--- config.mk ---
export PLATFORM = sky130hd
export DESIGN_NAME = ppm_frame_generator_unit_flat
export DESIGN_NICKNAME = d
export VERILOG_FILES = /design/src/sv/pfg_pkg.sv /design/src/sv/pfg_if.sv /design/src/sv/pfg_width.sv /design/src/sv/pfg_timing.sv /design/src/sv/ppm_frame_generator_unit.sv /design/src/flat_wrapper.sv
export SDC_FILE = /design/constraint.sdc
export NUM_CORES = 1
export LEC_CHECK = 0
export ABC_CLOCK_PERIOD_IN_PS = 4600
export BUFFER_PORTS_ARGS = -buffer_cell sky130_fd_sc_hd__buf_4
export CELL_PAD_IN_SITES_DETAIL_PLACEMENT = 0
export CELL_PAD_IN_SITES_GLOBAL_PLACEMENT = 1
export CORE_MARGIN = 2
export CORE_UTILIZATION = 45
export CTS_CLUSTER_DIAMETER = 60
export DETAILED_ROUTE_END_ITERATION = 12
export GPL_ROUTABILITY_DRIVEN = 0
export GPL_TIMING_DRIVEN = 0
export PLACE_DENSITY = 0.79
export SLEW_MARGIN = 10
export SYNTH_ARGS = -nofsm -noshare
export SYNTH_HDL_FRONTEND = slang
export SYNTH_HIERARCHICAL = 1
export SYNTH_SLANG_ARGS = --single-unit
--- constraint.sdc ---
create_clock -name clk -period 4.6 [get_ports clk]
set_clock_uncertainty 0.2 [all_clocks]
set_input_delay 0.92 -clock clk [delete_from_list [all_inputs] [get_ports clk]]
set_output_delay 0.92 -clock clk [all_outputs]
set_load 0.02 [all_outputs]
--- src/sv/pfg_pkg.sv ---
// ----------------------------------------------------------------------------
// pfg_pkg
// Shared types, constants and register indexes for the PPM frame generator.
// ----------------------------------------------------------------------------
package pfg_pkg;

  // Frame geometry
  localparam int CHANNELS   = 4;
  localparam int COUNT_BITS = 16;
  localparam int SLOTS      = CHANNELS + 2;
  localparam int SLOT_BITS  = $clog2(SLOTS);
  localparam int CHAN_BITS  = (CHANNELS > 1) ? $clog2(CHANNELS) : 1;

  // Field and register widths
  localparam int LEN_BITS   = 16;
  localparam int FUNC_BITS  = 2;
  localparam int SEL_BITS   = 2;
  localparam int SLOT_OUT_BITS = 3;
  localparam int REG_IDX_BITS  = 2;

  // Reset values
  localparam logic [LEN_BITS-1:0] PEAK_RESET    = 16'd300;
  localparam logic [LEN_BITS-1:0] NEUTRAL_RESET = 16'd1500;
  localparam logic [LEN_BITS-1:0] GUARD_RESET   = 16'd10000;
  localparam logic [LEN_BITS-1:0] STEP_RESET    = 16'd10;
  localparam logic [LEN_BITS-1:0] WIDTH_MAX     = 16'hFFFF;

  // Command codes
  typedef enum logic [FUNC_BITS-1:0] {
    FUNC_NONE = 2'd0,
    FUNC_DEC  = 2'd1,
    FUNC_INC  = 2'd2,
    FUNC_RSVD = 2'd3
  } func_t;

  // Register indexes
  typedef enum logic [REG_IDX_BITS-1:0] {
    REG_PEAK    = 2'd0,
    REG_NEUTRAL = 2'd1,
    REG_GUARD   = 2'd2,
    REG_STEP    = 2'd3
  } reg_idx_t;

  // Configuration bundle
  typedef struct packed {
    logic [LEN_BITS-1:0] peak_len;
    logic [LEN_BITS-1:0] neutral_len;
    logic [LEN_BITS-1:0] guard_len;
    logic [LEN_BITS-1:0] step_len;
  } cfg_t;

  typedef logic [CHANNELS-1:0][LEN_BITS-1:0] chan_width_t;

endpackage

--- src/sv/pfg_if.sv ---
// ----------------------------------------------------------------------------
// pfg_if
// Valid/ready channels carrying the tick command and the PPM sample result.
// ----------------------------------------------------------------------------
interface pfg_in_if
  import pfg_pkg::*;
  ();
  logic                 valid;
  logic                 ready;
  logic [FUNC_BITS-1:0] func;
  logic [SEL_BITS-1:0]  chan_sel;

  modport source (output valid, output func, output chan_sel, input ready);
  modport sink   (input valid, input func, input chan_sel, output ready);
endinterface

interface pfg_out_if
  import pfg_pkg::*;
  ();
  logic                     valid;
  logic                     ready;
  logic                     pulse;
  logic [SLOT_OUT_BITS-1:0] slot;

  modport source (output valid, output pulse, output slot, input ready);
  modport sink   (input valid, input pulse, input slot, output ready);
endinterface

--- src/sv/pfg_width.sv ---
// ----------------------------------------------------------------------------
// pfg_width
// Adjustable channel widths: saturating raise and lower by the step length.
// ----------------------------------------------------------------------------
module pfg_width
  import pfg_pkg::*;
(
  input  logic                 clk,
  input  logic                 rst,
  input  logic                 accept,
  input  logic [FUNC_BITS-1:0] func,
  input  logic [SEL_BITS-1:0]  chan_sel,
  input  logic [LEN_BITS-1:0]  step_len,
  output chan_width_t          widths
);

  chan_width_t         widths_next;
  logic [LEN_BITS-1:0] w_cur;
  logic [LEN_BITS:0]   w_sum;
  logic                sel_ok;

  // Work out the adjusted width of the selected channel
  always_comb begin
    sel_ok      = (32'(chan_sel) < CHANNELS);
    w_cur       = widths[chan_sel[CHAN_BITS-1:0]];
    w_sum       = {1'b0, w_cur} + {1'b0, step_len};
    widths_next = widths;
    if (sel_ok) begin
      unique case (func_t'(func))
        FUNC_DEC: begin
          widths_next[chan_sel[CHAN_BITS-1:0]] =
            (w_cur > step_len) ? (w_cur - step_len) : '0;
        end
        FUNC_INC: begin
          widths_next[chan_sel[CHAN_BITS-1:0]] =
            (w_sum > {1'b0, WIDTH_MAX}) ? WIDTH_MAX : w_sum[LEN_BITS-1:0];
        end
        default: ;
      endcase
    end
  end

  // Reload from the neutral length at reset, update on each accepted beat
  always_ff @(posedge clk) begin
    if (rst) begin
      for (int i = 0; i < CHANNELS; i++) begin
        widths[i] <= NEUTRAL_RESET;
      end
    end else if (accept) begin
      widths <= widths_next;
    end
  end

endmodule

--- src/sv/pfg_timing.sv ---
// ----------------------------------------------------------------------------
// pfg_timing
// Sample counter and slot sequencer; produces the pulse and slot of a tick.
// ----------------------------------------------------------------------------
module pfg_timing
  import pfg_pkg::*;
(
  input  logic                     clk,
  input  logic                     rst,
  input  logic                     accept,
  input  cfg_t                     cfg,
  input  chan_width_t              widths,
  output logic                     pulse_next,
  output logic [SLOT_OUT_BITS-1:0] slot_next_out
);

  localparam int CMP_BITS = (COUNT_BITS + 1 > LEN_BITS) ? COUNT_BITS + 1 : LEN_BITS;
  localparam logic [CMP_BITS-1:0] COUNT_MAX = CMP_BITS'({COUNT_BITS{1'b1}});

  logic [COUNT_BITS-1:0] sample_count;
  logic [COUNT_BITS-1:0] sample_count_next;
  logic [SLOT_BITS-1:0]  slot_index;
  logic [SLOT_BITS-1:0]  slot_index_next;
  logic [SLOT_BITS-1:0]  slot_cur;
  logic [CMP_BITS-1:0]   count_inc;
  logic [LEN_BITS-1:0]   slot_len;

  // Advance the count, pick the slot length and decide on slot end
  always_comb begin
    count_inc  = CMP_BITS'(sample_count) + CMP_BITS'(1);
    pulse_next = (count_inc < CMP_BITS'(cfg.peak_len));
    slot_cur   = (32'(slot_index) >= SLOTS) ? '0 : slot_index;

    if (32'(slot_cur) < CHANNELS) begin
      slot_len = widths[slot_cur[CHAN_BITS-1:0]];
    end else if (32'(slot_cur) == CHANNELS) begin
      slot_len = cfg.neutral_len;
    end else begin
      slot_len = cfg.guard_len;
    end

    if (count_inc > CMP_BITS'(slot_len)) begin
      sample_count_next = '0;
      slot_index_next   = (32'(slot_cur) == SLOTS - 1) ? '0
                                                       : slot_cur + SLOT_BITS'(1);
    end else begin
      sample_count_next = (count_inc > COUNT_MAX) ? COUNT_MAX[COUNT_BITS-1:0]
                                                  : count_inc[COUNT_BITS-1:0];
      slot_index_next   = slot_cur;
    end

    slot_next_out = SLOT_OUT_BITS'(slot_index_next);
  end

  // Hold counter and slot between accepted beats
  always_ff @(posedge clk) begin
    if (rst) begin
      sample_count <= '0;
      slot_index   <= '0;
    end else if (accept) begin
      sample_count <= sample_count_next;
      slot_index   <= slot_index_next;
    end
  end

endmodule

--- src/sv/ppm_frame_generator_unit.sv ---
// ----------------------------------------------------------------------------
// ppm_frame_generator_unit
// RC pulse position modulator: one output sample per accepted tick beat.
// ----------------------------------------------------------------------------
// Each accepted input beat is one sample tick with an optional width command.
// The block takes one beat every clock cycle unless the output register is held
// full, and returns its result in the next cycle from the output register; a
// beat is taken whenever that register is empty or being emptied in the same
// cycle, so throughput is one item per cycle while the receiver takes results.
// Configuration writes land immediately; writing neutral_len does not reload
// the channel widths, only reset does.
module ppm_frame_generator_unit
  import pfg_pkg::*;
(
  input  logic                    clk,
  input  logic                    rst,
  pfg_in_if.sink                  sample_in,
  pfg_out_if.source               sample_out,
  input  logic                    cfg_we,
  input  logic [REG_IDX_BITS-1:0] cfg_index,
  input  logic [LEN_BITS-1:0]     cfg_data
);

  cfg_t                     cfg;
  chan_width_t              widths;
  logic                     accept;
  logic                     pulse_next;
  logic [SLOT_OUT_BITS-1:0] slot_next;
  logic                     out_valid;
  logic                     out_pulse;
  logic [SLOT_OUT_BITS-1:0] out_slot;

  // Take a beat while the result register is free or draining
  assign sample_in.ready = !out_valid || sample_out.ready;
  assign accept          = sample_in.valid && sample_in.ready;

  // Configuration registers
  always_ff @(posedge clk) begin
    if (rst) begin
      cfg.peak_len    <= PEAK_RESET;
      cfg.neutral_len <= NEUTRAL_RESET;
      cfg.guard_len   <= GUARD_RESET;
      cfg.step_len    <= STEP_RESET;
    end else if (cfg_we) begin
      unique case (reg_idx_t'(cfg_index))
        REG_PEAK:    cfg.peak_len    <= cfg_data;
        REG_NEUTRAL: cfg.neutral_len <= cfg_data;
        REG_GUARD:   cfg.guard_len   <= cfg_data;
        REG_STEP:    cfg.step_len    <= cfg_data;
        default: ;
      endcase
    end
  end

  pfg_timing u_timing (
    .clk           (clk),
    .rst           (rst),
    .accept        (accept),
    .cfg           (cfg),
    .widths        (widths),
    .pulse_next    (pulse_next),
    .slot_next_out (slot_next)
  );

  pfg_width u_width (
    .clk      (clk),
    .rst      (rst),
    .accept   (accept),
    .func     (sample_in.func),
    .chan_sel (sample_in.chan_sel),
    .step_len (cfg.step_len),
    .widths   (widths)
  );

  // Result register: load on accept, drop valid once taken
  always_ff @(posedge clk) begin
    if (rst) begin
      out_valid <= 1'b0;
    end else if (accept) begin
      out_valid <= 1'b1;
    end else if (sample_out.ready) begin
      out_valid <= 1'b0;
    end
  end

  always_ff @(posedge clk) begin
    if (accept) begin
      out_pulse <= pulse_next;
      out_slot  <= slot_next;
    end
  end

  assign sample_out.valid = out_valid;
  assign sample_out.pulse = out_pulse;
  assign sample_out.slot  = out_slot;

endmodule

--- src/flat_wrapper.sv ---
// flat-port wrapper written by rule: the top's interface ports become plain ports
module ppm_frame_generator_unit_flat import pfg_pkg::*;
  (clk, rst, cfg_we, cfg_index, cfg_data, sample_in_valid, sample_in_func, sample_in_chan_sel, sample_in_ready, sample_out_valid, sample_out_pulse, sample_out_slot, sample_out_ready);
  pfg_in_if sample_in_i ();
  pfg_out_if sample_out_i ();
  input  logic clk;
  input  logic rst;
  input  logic cfg_we;
  input  logic [REG_IDX_BITS-1:0] cfg_index;
  input  logic [LEN_BITS-1:0] cfg_data;
  input wire logic [$bits(sample_in_i.valid)-1:0] sample_in_valid;
  input wire logic [$bits(sample_in_i.func)-1:0] sample_in_func;
  input wire logic [$bits(sample_in_i.chan_sel)-1:0] sample_in_chan_sel;
  output wire logic [$bits(sample_in_i.ready)-1:0] sample_in_ready;
  output wire logic [$bits(sample_out_i.valid)-1:0] sample_out_valid;
  output wire logic [$bits(sample_out_i.pulse)-1:0] sample_out_pulse;
  output wire logic [$bits(sample_out_i.slot)-1:0] sample_out_slot;
  input wire logic [$bits(sample_out_i.ready)-1:0] sample_out_ready;
  assign sample_in_i.valid = sample_in_valid;
  assign sample_in_i.func = sample_in_func;
  assign sample_in_i.chan_sel = sample_in_chan_sel;
  assign sample_in_ready = sample_in_i.ready;
  assign sample_out_valid = sample_out_i.valid;
  assign sample_out_pulse = sample_out_i.pulse;
  assign sample_out_slot = sample_out_i.slot;
  assign sample_out_i.ready = sample_out_ready;
  ppm_frame_generator_unit u_core (.clk(clk), .rst(rst), .sample_in(sample_in_i), .sample_out(sample_out_i), .cfg_we(cfg_we), .cfg_index(cfg_index), .cfg_data(cfg_data));
endmodule
==> impl_metrics.toml, run 1 <==
[status]
outcome = "finished, final reports clean"

[place]
dpl.cell_count = 1473
dp_slack_ns = -0.859
numPortBuffers = 31
dp_hpwl_um = 24200

[synthesis]
ys_top_cells_by_count = "dfxtp_1, nor2_1, mux2i_1"
syn_nets = 1252
synth_compound_area_frac = 0.199
synthSimpleGateAreaFrac = 0.178
synthMuxAreaShare = 0.162
synth_most_common_cell = "dfxtp_1"
synth-seq-area-share = 0.296
synth-seq-cells = 152
yosys-top-cells-area = "dfxtp_1, mux2i_1, ha_1"
yosys.area.top_type = "dfxtp_1"
synth_xor_area_frac = 0.0151
synth.cell_area_mm2 = 0.0104
synth.top_cell.area_share = 0.284
async_flop_share = 0
ys.warnings.count = 6
synth_top_family_by_area = "compound AO/OA/AOI/OAI gates"
synth_ff_type = "dfxtp_1"
synth-edff-count = 4
synth_adder_area_share = 0.0831
netlist_instances = 1157
syn_area_per_cell_um2 = 9.00
synth.distinct_cells = 96

[setup_path]
worstPathMaxFanout = 14
reg2reg_setup_slack_ns = 0.27
cp-start-kind = "input port"
worst_ep_arrival_time_ns = 4.53
end_kind = "register"
worstPathRequired_ns = 4.69
path_class = "input port to register"

[grt]
antenna_found_initial = 0
grt.overflow.total = 0
grt_max_degree = 20
grt_pass1_wl_um = 49400
grt_pass1_vias = 8480
grt.total_usage = 0.265

[clock_tree]
cts_root_buffer = "clkbuf_16"
cts.path.max_buffers = 2
htree_num_levels = 4
cts_inserted_buffers = 17
ctsHoldBuffers = 0
post_cts_buffers = 0
clk_latency_ns = 0.44
cts_tree = "done"
clkTransAtPathRegs_ns = 0.07
cts_sinks = 152

[floorplan]
core-area_mm2 = 0.0227
die_x_um = 156
die_h_um = 156
ios = 33
initial_utilization = 0.459
num_rows = 55
die-area_mm2 = 0.0244

[sta]
fin_crit_ns = 4.44
max_clock_freq_mhz = 225
final_hold_viol_count = 0
maxSlewHeadroom = 0.340
maxSlewViolCount = 0
rsz0062_at_grt = "yes"
worstMarginPinSlew_ns = 0.982
min_period_over_period = 0.964
finalSetupViolations = 0
worst_slack_ns = 0.164

[route]
wirelength_um = 31600
wl_per_cell_um = 21.0
ant_nets = 0
firstDrtPassIters = 7
vias = 8932
drc = 0
avgViaCountPerCell = 5.95
drt_iter0_markers = 602

[cells_and_area]
syn_to_final_growth_pct = 11.6
final_nets = 1299
fin_cells = 1502
nFillCells = 2205
layout-drive-gt1-share = 0.154
n_antenna_cell = 0
seq_area_mm2 = 0.00308
multi_input_area_mm2 = 0.00664

[power_and_ir_drop]
report.power.total_uw = 3400
power_density_mw_per_mm2 = 293
ir_drop_uv = 168
p_leak_uw = 0.00460

[hold_path]
holdCritPathClass = "register to register"

[run]
maxCapViolCount = 0
where the power goes:
part	total [uW]	switching [uW]	internal (uW)
logic	566	350	216
registers	1390	33.4	1360
clock network	1440	697	743
total	3400	1080	2320
stage by stage:
step                       util  cell area, um2  setup TNS (ns)  hold slack (ns)
after global placement    0.485           11000          -48.29            0.258
after CTS                 0.512           11600               0            0.271
after detailed placement  0.485           11000          -49.66            0.262
final                     0.512           11600               0            0.274
after floorplan               -           10400               0            0.243
after global routing      0.512           11600         -0.0546            0.297
registers in the layout, indices dropped and copies added (netlist names):
| signal | flops |
|---|---|
| u_core/cfg | 64 |
| u_core/sample_out.pulse | 1 |
| u_core/sample_out.slot | 3 |
| u_core/sample_out.valid | 1 |
| u_core/u_timing/sample_count | 16 |
| u_core/u_timing/slot_index | 3 |
| u_core/u_width/widths | 64 |
cell families after synthesis:
kind of cell    count (synthesis)
xor+xnor                       18
buf+inv                       145
mux                           128
flops                         152
fa+ha+maj                      68
compound gates                288
simple gates                  358
layout by cell type, fill, tap and decap left out, drive strengths merged, types with 12 or more instances in the layout:
cell / n
a21o: 14
a21oi: 80
a221oi: 12
buf: 62
clkbuf: 60
dfxtp: 148
ha: 66
inv: 71
mux2i: 95
mux4: 32
nand2: 66
nand2b: 74
nand3: 42
nor2: 96
nor3: 17
o21ai: 76
routing by layer:
layer | global-route usage | wire (um)
met1 | 0.359 | 14400
met2 | 0.438 | 14900
met3 | 0.0378 | 1620
met4 | 0.0843 | 739
met5 | 0 | 0
cell type report:
cell class | instances | share of cell area
well taps | 285 | 0.0307
inverters | 65 | 0.0210
clock buffers | 17 | 0.0366
flip-flops and latches | 152 | 0.265
clock inverters | 15 | 0.0171
plain buffers | 77 | 0.0385
repair buffers | 31 | 0.0200
multi-input cells | 860 | 0.571
worst paths after layout:
check,from,endpoint,cells after the start
min reg2reg,u_core/u_width/widths[28]$_SDFFE_PP0P_,u_core/u_width/widths[28]$_SDFFE_PP0P_,2
min,u_core/u_width/widths[28]$_SDFFE_PP0P_,u_core/u_width/widths[28]$_SDFFE_PP0P_,2
max,sample_in_chan_sel[0],u_core/u_width/widths[6]$_SDFFE_PP1P_,14
max reg2reg,u_core/u_timing/slot_index[0]$_SDFFE_PP0P_,u_core/sample_out.slot[1]$_DFFE_PP_,12
repair_timing:
action | CTS | global route
pin swaps | 0 | 1
resized for setup | 1 | 3
endpoints found under the setup margin | 64 | 35
critical path, cell delays in order:
cell      delay, ns
buf_4          0.21
clkbuf_4       0.34
mux4_2         0.59
ha_1           0.30
buf_4          0.15
inv_1          0.07
a21oi_1        0.33
o211a_1        0.23
a21oi_4        0.09
a21oi_2        0.38
buf_6          0.23
a221oi_2       0.07
o21ai_1        0.40
o21ai_0        0.18
(Power assumes the default switching activity.)
==> run 2, diff against run 1 <==
PLACE_DENSITY = not set   (was 0.79)
PLACE_DENSITY_LB_ADDON = 0.1   (was not set)
==> run 2 against run 1 <==
Effect of this change: wire length rose by 3.5%; critical path depth fell by 2; maximum frequency fell by 0.73%; largest power group unchanged; largest cell class unchanged.
==> impl_metrics.toml, run 2 (synthesized netlist as in run 1, its figures left out) <==
[status]
outcome = "finished, final reports clean"

[clock_tree]
cts_root_buffer = "clkbuf_16"
cts_sinks = 152
post_cts_buffers = 0
post_cts_resized = 1
htree_num_levels = 4
cts_tree = "done"
clk_latency_ns = 0.44
clkTransAtPathRegs_ns = 0.07
cts.path.max_buffers = 2
cts_inserted_buffers = 17
ctsHoldBuffers = 0

[floorplan]
initial_utilization = 0.459
num_rows = 55
ios = 33
die_x_um = 156
die-area_mm2 = 0.0244
die_h_um = 156
core-area_mm2 = 0.0227

[place]
numPortBuffers = 31
dp_hpwl_um = 24900
dpl.cell_count = 1473
dp_slack_ns = -0.901

[hold_path]
worstHoldStart = "u_core/u_width/widths[16]$_SDFFE_PP0P_"
worstHoldEndpoint = "u_core/u_width/widths[16]$_SDFFE_PP0P_"
hold-path-cell-count = 2
holdCritPathClass = "register to register"

[cells_and_area]
layout-drive-gt1-share = 0.154
fin_cells = 1502
final_cell_mix = "dfxtp_1, nor2_1, mux2i_1"
largestRegisters = "u_core/cfg (64), u_core/u_width/widths (64), u_core/u_timing/sample_count (16)"
multi_input_area_mm2 = 0.00664
n_antenna_cell = 0
syn_to_final_growth_pct = 11.3
final_nets = 1299
final_common_cell = "dfxtp_1"
seq_area_mm2 = 0.00308
nFillCells = 2174

[sta]
whs_ns = 0.276
fin_crit_ns = 4.47
finalSetupViolations = 0
fin_setup_tns_ns = 0
maxSlewViolCount = 0
max_clock_freq_mhz = 224
final_hold_viol_count = 0
maxSlewHeadroom = 0.296
rsz0062_at_grt = "yes"
worst_slack_ns = 0.131
min_period_over_period = 0.972
worstMarginPinSlew_ns = 1.05

[setup_path]
rr_worst_depth = 12
r2r-start = "u_core/u_timing/slot_index[0]$_SDFFE_PP0P_"
worst_ep_arrival_time_ns = 4.56
worstPathRequired_ns = 4.70
worstPathMaxFanout = 14
cp-start-kind = "input port"
end_kind = "register"
r2r-end = "u_core/u_timing/slot_index[2]$_SDFFE_PP0P_"
path_class = "input port to register"
reg2reg_setup_slack_ns = 0.26

[route]
vias = 8881
ant_nets = 0
avgViaCountPerCell = 5.91
drt_iter0_markers = 733
drc = 0
wl_per_cell_um = 21.8
firstDrtPassIters = 5
wirelength_um = 32700

[power_and_ir_drop]
p_leak_uw = 0.00459
ir_drop_uv = 201
power_density_mw_per_mm2 = 294

[grt]
grt_pass1_vias = 8474
grt.overflow.total = 0
grt_max_degree = 19
grt_pass1_wl_um = 50000
grt.total_usage = 0.272
antenna_found_initial = 0

[run]
maxCapViolCount = 0
==> run 2: changes by cell type in the layout (fill, tap and decap cells not counted), sizes merged <==
cell,previous run,this run
clkinvlp,0,1
clkinv,9,3
inv,71,76
==> run 2: worst max path at each step <==
stage                                from                                      to  slack [ns]  cells past startpoint
global placement    sample_in_chan_sel[0]  u_core/u_width/widths[14]$_SDFFE_PP0P_       -0.91                     13
global route        sample_in_chan_sel[0]   u_core/u_width/widths[6]$_SDFFE_PP1P_       -0.05                     12
CTS                 sample_in_chan_sel[0]  u_core/u_width/widths[14]$_SDFFE_PP0P_        0.08                     12
detailed placement  sample_in_chan_sel[0]  u_core/u_width/widths[14]$_SDFFE_PP0P_       -0.90                     13
floorplan           sample_in_chan_sel[0]  u_core/u_width/widths[35]$_SDFFE_PP1P_        0.12                     14
finish              sample_in_chan_sel[0]   u_core/u_width/widths[8]$_SDFFE_PP1P_        0.13                     12
==> run 2: power breakdown <==
part	switching (uW)	total (uW)	internal [uW]
Combinational	357	573	216
Clock	703	1440	739
Sequential	32.6	1390	1360
Total	1090	3410	2320
==> run 2: critical path, cell delays in order <==
cell	delay (ns)
buf_4	0.21
clkbuf_4	0.33
mux4_2	0.60
ha_1	0.45
and3_4	0.23
a221oi_4	0.37
nand3_2	0.17
a31o_2	0.30
nand2_1	0.12
nand2_1	0.26
o21ai_1	0.42
o21ai_0	0.17
==> run 2: final cells by class <==
type	instances	area share
Multi-Input combinational cell	860	0.572
Sequential cell	152	0.266
Buffer	77	0.0385
Clock buffer	17	0.0367
Tap cell	285	0.0308
Inverter	65	0.0210
Timing Repair Buffer	31	0.0201
Clock inverter	15	0.0147
==> run 2: routing by layer <==
layer  vias to the layer above  GRT usage  wire length [um]
li1                       4274          -                 -
met5                         -          0                 0
met4                         0     0.0909               813
met3                        47     0.0275              1610
met1                      4313      0.359             14600
met2                       247      0.467             15600
==> run 2: through the flow <==
stage	total power [uW]	area, um2	util
detailed placement	1990	11000	0.485
global route	3530	11600	0.511
CTS	3420	11600	0.511
global placement	1980	11000	0.485
finish	3410	11600	0.511
floorplan	1800	10400	-
